<file path="src/hdl/kstc_pkg.sv">
package kstc_pkg;

  localparam int ENTRIES_DEF = 16;
  localparam int KEY_W       = 64;
  localparam int STATUS_W    = 3;
  localparam int FUNC_W      = 3;

  // request operation codes
  localparam logic [FUNC_W-1:0] FN_INSERT_INIT  = 3'd0;
  localparam logic [FUNC_W-1:0] FN_INSERT_GIVEN = 3'd1;
  localparam logic [FUNC_W-1:0] FN_CAS_UPDATE   = 3'd2;
  localparam logic [FUNC_W-1:0] FN_CAS_REMOVE   = 3'd3;
  localparam logic [FUNC_W-1:0] FN_REMOVE       = 3'd4;
  localparam logic [FUNC_W-1:0] FN_GET          = 3'd5;
  localparam logic [FUNC_W-1:0] FN_CLOSE        = 3'd6;

  localparam logic [STATUS_W-1:0] ST_UNKNOWN     = 3'd0;
  localparam logic [STATUS_W-1:0] ST_INITIALIZED = 3'd1;

  typedef struct packed {
    logic [FUNC_W-1:0]   func;
    logic [KEY_W-1:0]    peer_key;
    logic [STATUS_W-1:0] expected_status;
    logic [STATUS_W-1:0] new_status;
  } req_t;

  typedef struct packed {
    logic                ok;
    logic [STATUS_W-1:0] seen_status;
    logic                table_full;
  } rsp_t;

  // scan token handed from cell to cell
  typedef struct packed {
    logic                active;
    logic                hit;
    logic [STATUS_W-1:0] hit_status;
    logic                free;
  } carry_t;

  // write command broadcast to all cells
  typedef struct packed {
    logic                en;
    logic                set_valid;
    logic                clr_valid;
    logic                wr_status;
    logic                clear_all;
    logic [STATUS_W-1:0] status;
  } cmd_t;

endpackage

</file>
<file path="src/hdl/kstc_cell.sv">
module kstc_cell
  import kstc_pkg::*;
#(
  parameter int ENTRIES = ENTRIES_DEF,
  parameter int IDX     = 0,
  localparam int IDX_W  = $clog2(ENTRIES)
) (
  input  logic             clk,
  input  logic             rst,
  input  logic [KEY_W-1:0] req_key,
  input  carry_t           carry_in,
  input  logic [IDX_W-1:0] hit_idx_in,
  input  logic [IDX_W-1:0] free_idx_in,
  output carry_t           carry_out,
  output logic [IDX_W-1:0] hit_idx_out,
  output logic [IDX_W-1:0] free_idx_out,
  input  cmd_t             cmd,
  input  logic [IDX_W-1:0] cmd_idx
);

  localparam logic [IDX_W-1:0] MY_IDX = IDX_W'(IDX);

  logic                valid;
  logic [KEY_W-1:0]    key;
  logic [STATUS_W-1:0] status;

  logic   match;
  logic   sel;
  carry_t carry_next;

  assign match = valid && (key == req_key);
  assign sel   = cmd.en && (cmd_idx == MY_IDX);

  always_comb begin
    carry_next = carry_in;
    if (!carry_in.hit && match) begin
      carry_next.hit        = 1'b1;
      carry_next.hit_status = status;
    end
    if (!carry_in.free && !valid) begin
      carry_next.free = 1'b1;
    end
  end

  // scan stage toward the next cell
  always_ff @(posedge clk) begin
    if (rst) begin
      carry_out <= '0;
    end else begin
      carry_out <= carry_next;
    end
    hit_idx_out  <= (!carry_in.hit && match) ? MY_IDX : hit_idx_in;
    free_idx_out <= (!carry_in.free && !valid) ? MY_IDX : free_idx_in;
  end

  // entry storage
  always_ff @(posedge clk) begin
    if (rst) begin
      valid <= 1'b0;
    end else if (cmd.en && cmd.clear_all) begin
      valid <= 1'b0;
    end else if (sel && cmd.set_valid) begin
      valid <= 1'b1;
    end else if (sel && cmd.clr_valid) begin
      valid <= 1'b0;
    end
    if (sel && cmd.set_valid) begin
      key <= req_key;
    end
    if (sel && cmd.wr_status) begin
      status <= cmd.status;
    end
  end

endmodule

</file>
<file path="src/hdl/kstc_ctrl.sv">
module kstc_ctrl
  import kstc_pkg::*;
#(
  parameter int ENTRIES = ENTRIES_DEF,
  localparam int IDX_W  = $clog2(ENTRIES)
) (
  input  logic             clk,
  input  logic             rst,
  input  logic             in_valid,
  output logic             in_ready,
  input  req_t             in_data,
  output logic             out_valid,
  input  logic             out_ready,
  output rsp_t             out_data,
  output logic [KEY_W-1:0] req_key,
  output carry_t           launch,
  input  carry_t           carry_last,
  input  logic [IDX_W-1:0] hit_idx_last,
  input  logic [IDX_W-1:0] free_idx_last,
  output cmd_t             cmd,
  output logic [IDX_W-1:0] cmd_idx
);

  typedef enum logic [1:0] {
    S_IDLE,
    S_SCAN,
    S_DECIDE
  } state_t;

  state_t              state;
  req_t                req;
  logic                closed;
  logic                hit;
  logic [STATUS_W-1:0] hit_status;
  logic                free;
  logic [IDX_W-1:0]    hit_idx;
  logic [IDX_W-1:0]    free_idx;
  logic                start;

  rsp_t                rsp_next;
  logic                out_free;
  logic                finish;
  logic [STATUS_W-1:0] desired;

  assign in_ready = (state == S_IDLE);
  assign req_key  = req.peer_key;
  assign out_free = !out_valid || out_ready;
  assign finish   = (state == S_DECIDE) && out_free;
  assign desired  = (req.func == FN_INSERT_INIT) ? ST_INITIALIZED : req.new_status;

  always_comb begin
    launch        = '0;
    launch.active = start;
  end

  always_comb begin
    rsp_next = '0;
    cmd      = '0;
    cmd_idx  = hit_idx;
    case (req.func)
      FN_INSERT_INIT, FN_INSERT_GIVEN: begin
        if (!closed) begin
          if (hit) begin
            rsp_next.seen_status = hit_status;
          end else if (!free) begin
            rsp_next.table_full = 1'b1;
          end else begin
            cmd.set_valid        = 1'b1;
            cmd.wr_status        = 1'b1;
            cmd.status           = desired;
            cmd_idx              = free_idx;
            rsp_next.ok          = 1'b1;
            rsp_next.seen_status = desired;
          end
        end
      end
      FN_CAS_UPDATE, FN_CAS_REMOVE: begin
        if (!closed && hit) begin
          if (hit_status == req.expected_status) begin
            if (req.func == FN_CAS_UPDATE) begin
              cmd.wr_status = 1'b1;
              cmd.status    = req.new_status;
            end else begin
              cmd.clr_valid = 1'b1;
            end
            rsp_next.ok          = 1'b1;
            rsp_next.seen_status = req.expected_status;
          end else begin
            rsp_next.seen_status = hit_status;
          end
        end
      end
      FN_REMOVE: begin
        if (hit) begin
          cmd.clr_valid        = 1'b1;
          rsp_next.ok          = 1'b1;
          rsp_next.seen_status = hit_status;
        end
      end
      FN_GET: begin
        if (hit) begin
          rsp_next.seen_status = hit_status;
        end
      end
      FN_CLOSE: begin
        cmd.clear_all = 1'b1;
      end
      default: begin
      end
    endcase
    cmd.en = finish;
  end

  always_ff @(posedge clk) begin
    if (rst) begin
      state     <= S_IDLE;
      start     <= 1'b0;
      closed    <= 1'b0;
      out_valid <= 1'b0;
    end else begin
      start <= in_valid && (state == S_IDLE);
      if (finish) begin
        out_valid <= 1'b1;
      end else if (out_valid && out_ready) begin
        out_valid <= 1'b0;
      end
      case (state)
        S_IDLE: begin
          if (in_valid) begin
            state <= S_SCAN;
          end
        end
        S_SCAN: begin
          if (carry_last.active) begin
            state <= S_DECIDE;
          end
        end
        S_DECIDE: begin
          if (out_free) begin
            if (req.func == FN_CLOSE) begin
              closed <= 1'b1;
            end
            state <= S_IDLE;
          end
        end
        default: begin
          state <= S_IDLE;
        end
      endcase
    end
    if (in_valid && in_ready) begin
      req <= in_data;
    end
    if (state == S_SCAN && carry_last.active) begin
      hit        <= carry_last.hit;
      hit_status <= carry_last.hit_status;
      free       <= carry_last.free;
      hit_idx    <= hit_idx_last;
      free_idx   <= free_idx_last;
    end
    if (finish) begin
      out_data <= rsp_next;
    end
  end

  a_token_in_scan: assert property (@(posedge clk) disable iff (rst)
    carry_last.active |-> state == S_SCAN)
    else $error("scan token left the chain outside a scan");

  a_accept_launches: assert property (@(posedge clk) disable iff (rst)
    in_valid && in_ready |=> start && state == S_SCAN)
    else $error("accepted transaction did not launch a scan");

  a_cmd_single: assert property (@(posedge clk) disable iff (rst)
    $onehot0({cmd.set_valid, cmd.clr_valid, cmd.clear_all}))
    else $error("conflicting entry write command");

  a_full_not_ok: assert property (@(posedge clk) disable iff (rst)
    out_valid |-> !(out_data.ok && out_data.table_full))
    else $error("full flag on a successful transaction");

  a_closed_no_insert: assert property (@(posedge clk) disable iff (rst)
    closed |-> !(cmd.en && cmd.set_valid))
    else $error("insert into a closed table");

endmodule

</file>
<file path="src/hdl/keyed_status_table_cas_top.sv">
// channel | signals                        | payload
// in      | in_valid / in_ready            | in_data  : req_t (func, key, expected, new)
// out     | out_valid / out_ready          | out_data : rsp_t (ok, seen_status, full)
//
// after acceptance, the lookup token walks the chain of entry cells, one cell
// per cycle; the scan result is registered, then decided into the output register.
// one transaction is in flight at a time; the next is taken once the
// result is loaded into the output register, even if that result is stalled.
// a stalled output holds the finished transaction in its decide state.
// synchronous reset empties the table and reopens it.
module keyed_status_table_cas_top
  import kstc_pkg::*;
#(
  parameter int ENTRIES = ENTRIES_DEF
) (
  input  logic clk,
  input  logic rst,
  input  logic in_valid,
  output logic in_ready,
  input  req_t in_data,
  output logic out_valid,
  input  logic out_ready,
  output rsp_t out_data
);

  localparam int IDX_W = $clog2(ENTRIES);

  logic [KEY_W-1:0] req_key;
  cmd_t             cmd;
  logic [IDX_W-1:0] cmd_idx;
  carry_t           carry [ENTRIES+1];
  logic [IDX_W-1:0] hit_idx [ENTRIES+1];
  logic [IDX_W-1:0] free_idx [ENTRIES+1];

  assign hit_idx[0]  = '0;
  assign free_idx[0] = '0;

  kstc_ctrl #(
    .ENTRIES(ENTRIES)
  ) u_ctrl (
    .clk          (clk),
    .rst          (rst),
    .in_valid     (in_valid),
    .in_ready     (in_ready),
    .in_data      (in_data),
    .out_valid    (out_valid),
    .out_ready    (out_ready),
    .out_data     (out_data),
    .req_key      (req_key),
    .launch       (carry[0]),
    .carry_last   (carry[ENTRIES]),
    .hit_idx_last (hit_idx[ENTRIES]),
    .free_idx_last(free_idx[ENTRIES]),
    .cmd          (cmd),
    .cmd_idx      (cmd_idx)
  );

  for (genvar i = 0; i < ENTRIES; i++) begin : g_cell
    kstc_cell #(
      .ENTRIES(ENTRIES),
      .IDX    (i)
    ) u_cell (
      .clk         (clk),
      .rst         (rst),
      .req_key     (req_key),
      .carry_in    (carry[i]),
      .hit_idx_in  (hit_idx[i]),
      .free_idx_in (free_idx[i]),
      .carry_out   (carry[i+1]),
      .hit_idx_out (hit_idx[i+1]),
      .free_idx_out(free_idx[i+1]),
      .cmd         (cmd),
      .cmd_idx     (cmd_idx)
    );
  end

endmodule
</file>
<file path="config.mk">
export PLATFORM = sky130hd
export DESIGN_NAME = keyed_status_table_cas_top
export DESIGN_NICKNAME = d
export VERILOG_FILES = /design/src/hdl/kstc_pkg.sv /design/src/hdl/kstc_cell.sv /design/src/hdl/kstc_ctrl.sv /design/src/hdl/keyed_status_table_cas_top.sv
export SDC_FILE = /design/constraint.sdc
export NUM_CORES = 2
export LEC_CHECK = 0
export ABC_AREA = 1
export CORE_ASPECT_RATIO = 2
export CORE_MARGIN = 2
export CORE_UTILIZATION = 40
export DETAILED_ROUTE_END_ITERATION = 6
export DONT_BUFFER_PORTS = 1
export GPL_TIMING_DRIVEN = 0
export PLACE_DENSITY = 0.53
export SETUP_SLACK_MARGIN = 0.1
export SLEW_MARGIN = 40
export SYNTH_ARGS = -nofsm -noshare
export SYNTH_HDL_FRONTEND = slang
export SYNTH_SLANG_ARGS = --single-unit
</file>
<file path="constraint.sdc">
create_clock -name clk -period 9.3 [get_ports clk]
set_input_delay 0.93 -clock clk [delete_from_list [all_inputs] [get_ports clk]]
set_output_delay 0.93 -clock clk [all_outputs]
set_load 0.05 [all_outputs]
</file>
* Word level (Yosys, flattened, before mapping)
Index checks and enable logic that the tools add are counted.
** Storage, ports and cells
- Bits in registers :: 1378
- Logic and storage cells :: 501
** Cells by class
- Equal/unequal tests :: 43
- Multiplexer cells :: 107
- Bitwise operators :: 2
- Reduce and logical (&&, ||, !) cells :: 191
** Operators by type and width (number)
- equality test 64 bit :: 16
- logical AND 1 bit :: 116
- 2-to-1 mux 4 bit :: 23
- 2-to-1 mux 1 bit :: 62
- zero test 1 bit :: 47
- nonzero test 2 bit :: 17
- equality test 4 bit (second input constant) :: 8
- 2-to-1 mux 3 bit :: 10
- equality test 4 x 3 -> 1 bit (second input constant) :: 4
- case mux 3 bit (4 select lines) :: 1
- 2-to-1 mux 2 bit :: 5
- equality test 3 bit (second input constant) :: 3
- equality test 4 x 2 -> 1 bit (second input constant) :: 2
- OR reduction 2 bit :: 4
- equality test 3 x 2 -> 1 bit (second input constant) :: 2
- case mux 2 bit (3 select lines) :: 1
- case mux 3 bit (2 select lines) :: 1
- AND reduction 3 bit :: 2
- 2-to-1 mux 5 bit :: 1
- equality test 4 x 1 -> 1 bit (second input constant) :: 1
- zero test 4 bit :: 1
- inequality test 2 x 1 -> 1 bit (second input constant) :: 2
- case mux 1 bit (2 select lines) :: 2
- equality test 3 x 1 -> 1 bit (second input constant) :: 1
- 10 further kinds :: 11

* Depth between registers and ports, before layout
- Depth in word-level cells :: 9
- Mapped depth :: 15

* By module
Synthesis repeated with hierarchy kept, for this count alone.
** Unflattened totals
- Cell total of the unflattened synthesis :: 8954
- Area total of the unflattened synthesis :: 71319.7 um2
** By module, submodules not included
- kstc_cell at g_cell[10].u_cell ... :: instances 4, cells each 544, area each 4207.8 um2, seq. area each 2312.2 um2
- kstc_cell at g_cell[1].u_cell ... :: instances 2, cells each 545, area each 4229.1 um2, seq. area each 2312.2 um2
- kstc_cell at g_cell[4].u_cell ... :: instances 2, cells each 545, area each 4227.8 um2, seq. area each 2312.2 um2
- kstc_cell at g_cell[13].u_cell ... :: instances 2, cells each 540, area each 4222.8 um2, seq. area each 2312.2 um2
- kstc_cell at g_cell[11].u_cell ... :: instances 2, cells each 540, area each 4200.3 um2, seq. area each 2312.2 um2
- kstc_cell at g_cell[3].u_cell :: instances 1, cells each 542, area each 4232.8 um2, seq. area each 2312.2 um2
- kstc_cell at g_cell[12].u_cell :: instances 1, cells each 541, area each 4227.8 um2, seq. area each 2312.2 um2
- kstc_cell at g_cell[0].u_cell :: instances 1, cells each 545, area each 4211.5 um2, seq. area each 2312.2 um2
- kstc_cell at g_cell[15].u_cell :: instances 1, cells each 541, area each 4206.5 um2, seq. area each 2312.2 um2
- kstc_ctrl :: instances 1, cells each 268, area each 3846.2 um2, seq. area each 2832.7 um2
- keyed_status_table_cas_top :: instances 1, cells each 1, area each 3.8 um2, seq. area each 0.0 um2

* Least setup slack after synthesis
OpenSTA, ideal clock, no wires.
- Path kind :: input -> register
- From :: input port out_ready
- To :: register g_cell[13].u_cell.key[0], enable pin
- Setup time :: 0.418 ns
- Arrival time :: 3.123 ns
- Required time :: 8.882 ns
- Path slack :: 5.758 ns
- Stages on the path :: 8
- Path buffers :: 0
- Cell sequence :: nor2_1 > nor3_4 > nand2_2 > nor2_4 > inv_2 > nor2_1 > nand2_1 > inv_1
** RTL lines
- start: declaration :: RTL line keyed_status_table_cas_top.sv:22 : input logic out_ready,
- end signal: assignment :: RTL line kstc_cell.sv:68 : key <= req_key;
- end: declaration :: RTL line kstc_cell.sv:24 : logic [KEY_W-1:0] key;

* Worst setup path after layout
- From :: register u_ctrl.req (netlist bit u_ctrl.req_key[16])
- To :: register g_cell[11].u_cell.hit_idx_out[3]
** Between the ends
- Word-level cells in the longest chain between the ends :: 3
** Ends and longest elaborated chain
- start: declaration :: RTL line kstc_ctrl.sv:31 : req_t req;
- start signal: assignment :: RTL line kstc_ctrl.sv:152 : req <= in_data;
- equality test 64 bit :: RTL line kstc_cell.sv:31 : assign match = valid && (key == req_key);
- logical AND 1 bit :: RTL line kstc_cell.sv:31
- logical AND 1 bit :: RTL line kstc_cell.sv:52 : hit_idx_out <= (!carry_in.hit && match) ? MY_IDX : hit_idx_in;
- end signal: assignment :: RTL line kstc_cell.sv:52
- end: declaration :: RTL line kstc_cell.sv:15 : output logic [IDX_W-1:0] hit_idx_out,
No other way between the ends.
A chain may end at the register's enable or synchronous reset.

==> metrics.md <==
| Metric | Value |
|---|---|
| Dpl cells | `9995` |
| Die area | `169000 um^2` |
| Clock latency on the worst-skew pair | `0.84 ns` |
| Fin cells | `just over 10000` |
| PortBufs | `0` |
| Setup Viol. Count Final | `0` |
| Crit-path max FO | `10` |
| Post-CTS Resized | `0` |
| Initial antenna violation count | `57` |
| Ys flop type | `edfxtp_1` |
| Fmax | `0.2221 GHz` |
| Area Overhead vs Synth | `15.61%` |
| Async S/R FF share, synth | `0%` |
| CP max stage delay | `0.77 ns` |
| Rel. slew slack | `a little under a third` |
| Dpl ws | `approximately 5 ns` |
| Initial DRT Pass Iterations | `6` |
| Clock Path Buffers | `4` |
| Largest area contributor in the netlist | `edfxtp_1` |
| CTS tree | `yes` |
| Post-route design area | `76560 um^2` |
| Critical Path, Cell by Cell | `buf_6, buf_4, inv_1, buf_2, nand2_1, nand2_1, nor2_1, nand2_1, nor2_1, nand2_1, nor2_1, nand4_1, inv_1, or2_1` |
| Row cnt | `211` |
| Minimum clock period | `roughly 4.5 ns` |
| Final Cycle Share | `between 40% and 50%` |
| Ratio of cells with drive above 1 in the final layout | `9.463%` |
| Io pins | `84` |
| Routed WL | `a little under 400000 um` |
| # hold bufs at CTS | `0` |
| Gr ovfl total | `0` |
| Synth top area share | `52.74%` |
| Register bit total from synthesis | `1378` |
| Post-synth top cells | `nand2_1 (2988), edfxtp_1 (1163), nor2_1 (1096)` |
| H-tree Lvls | `4` |
| DRT iter0 DRCs | `8472` |
| Setup Buffers After CTS | `0` |
| Crit-path slowest cell | `edfxtp_1` |
| DP Wirelength | `311700 um` |
| Setup TNS | `0 ns` |
| GRT Overall Usage | `46.03%` |
| Arrival time worst endpoint | `5.27 ns` |
| Vias | `about 59000` |
| Via density | `5.723` |
| EDFF count, synth | `1163` |
| Max VDD drop | `between 0.15 and 0.2 mV` |
| Routed length per instance | `between 30 and 40 um` |
| Initial Util | `between 40 and 50%` |
| Syn Inst Count | `7677` |
| Critical path class | `reg -> reg` |
| Clock skew | `0.03529 ns` |
| Die Wd | `291.7 um` |
| Clock root buffer | `clkbuf_16` |
| Hold Vio Cnt, Final | `0` |
| Max-cap violations | `0` |
| Status | `finished, final reports clean` |
| Worst path required time | `10.07 ns` |
| Most common cell in the netlist | `nand2_1` |
| CTS buffer count | `147` |
| Area contributors post-synth | `edfxtp_1 (53%), nand2_1 (17%), dfxtp_1 (6.5%), nor2_1 (6.2%), inv_1 (5.7%)` |
| Hold Path Class | `in -> reg` |
| Vias in the first global route | `around 54000` |
| Clock sinks | `1378` |
| Largest net degree at the start of global routing | `59` |
| Worst Tran Pin Value | `1.021 ns` |
| Power per cell area | `roughly 190 nW/um^2` |
| Synth warnings | `0` |
| Post-route worst setup slack | `4.798 ns` |
| Placed cell area | `71640 um^2` |
| Startpoint Class | `flop` |
| Leak | `0.03374 uW` |
| Post-Syn Area | `66220 um^2` |
| DIE HEIGHT | `579.4 um` |
| Crit end category | `flop` |
| Routed Antenna Nets | `0` |
| Max-slew violations | `0` |
| Seq/Total Area, Yosys | `59.24%` |
| Placeable Area | `164700 um^2` |
| First-pass GRT wire length | `503300 um` |
| Syn Area/Cell | `8.626 um^2` |
| Top cell by count, worst path | `nand2_1` |
| Drc violations | `0` |
| Syn_nets | `a little under 8000` |
| Nets | `just over 8000` |
| GPL Wtd Cong | `about 1.1` |
| Distinct cells, synth | `49` |
| Clock-pin slew on the worst setup and hold paths | `roughly 0.07 ns` |
| RSZ-0062 raised after global routing | `false` |
[layout make-up]
type                    instances  area [um^2]
fillers                     16080        88180
diodes                         40        100.1
multi-input cells            5072        21960
flip-flops and latches       1378        39230
repair buffers                188         2560
well taps                    2130         2665
plain buffers                 186         1229
clock buffers                 190         4030
inverters                    1041         4000
clock inverters                61        785.8
[report_power, final]
part | internal [uW] | switching [uW]
combinational | 336 | 1290
clock | 3560 | 2680
sequential | 6730 | 61.2
[placed cells by master, fill, tap and decap left out, types with 6 or more instances in the layout]
cell type	n
nor2_2	15
clkbuf_8	8
dfxtp_1	214
or2_2	77
xor2_1	49
a22o_1	6
diode_2	40
buf_8	33
bufinv_16	18
clkinv_2	17
or2_1	10
inv_6	20
clkbuf_2	9
buf_6	163
nand2_1	2988
nand4_1	163
buf_16	18
inv_1	977
nor3_1	36
and3_1	11
a21oi_1	54
edfxtp_1	1163
buf_4	49
nand3_1	147
clkbuf_16	152
o21ai_0	116
nand3b_1	33
buf_2	94
o22ai_1	15
nand2_2	6
xnor2_1	185
nand4_2	7
clkinv_1	16
clkbuf_1	34
inv_2	44
nor2_1	1093
[registers in the layout, indices dropped and copies added, names as in the netlist, 5 cells and up]
register / flops
g_cell.u_cell.carry_out: 96
g_cell.u_cell.free_idx_out: 49
g_cell.u_cell.hit_idx_out: 49
g_cell.u_cell.key: 1024
g_cell.u_cell.status: 48
g_cell.u_cell.valid: 16
u_ctrl.out_data: 5
u_ctrl.req: 9
u_ctrl.req_key: 64
[cell families after synthesis]
family | share of synthesized area [%]
xor gates and xnor gates | 3.161
AOI/OAI and AO/OA | 1.844
DFF | 59.24
and+or+nand+nor | 28.02
buffers and inverters | 7.739
[per-stage QoR]
step           hold slack (ns)  total power, uW  util (%)
2_1_floorplan           0.3855             7476         -
3_3_place_gp            0.3883             8366     41.81
3_5_place_dp            0.3911             8465     43.48
4_1_cts                 0.1622            14570     46.41
5_1_grt                 0.1848            14810     46.42
6_report                0.1864            14670     46.47
[layer usage]
metal	up-vias	global-route usage (%)	share of wire [%]
met5	-	0	0.025
met4	14	45.14	12
met3	1393	10.71	10
met2	4227	72.18	45
met1	28390	50.97	33
li1	24840	-	-
[path summary, 6_finish.rpt]
path | end | start | slack [ns] | cells after the start
worst max-delay path | g_cell[11].u_cell.hit_idx_out[3] | u_ctrl.req_key[16] | 4.80 | 14
worst min-delay path | u_ctrl.req_key[34] | in_data[40] | 0.19 | 0
worst max register to register | g_cell[11].u_cell.hit_idx_out[3] | u_ctrl.req_key[16] | 4.80 | 14
worst min register to register | g_cell[10].u_cell.carry_out[5] | g_cell[9].u_cell.carry_out[5] | 0.40 | 2
[worst max-delay path, delay by kind of cell, from the launching register on]
kind                   cells  cell delay [ns]
and+or+nand+nor            9             2.22
buffers and inverters      5             1.41
DFF                        1             0.77
(Power assumes the default switching activity.)
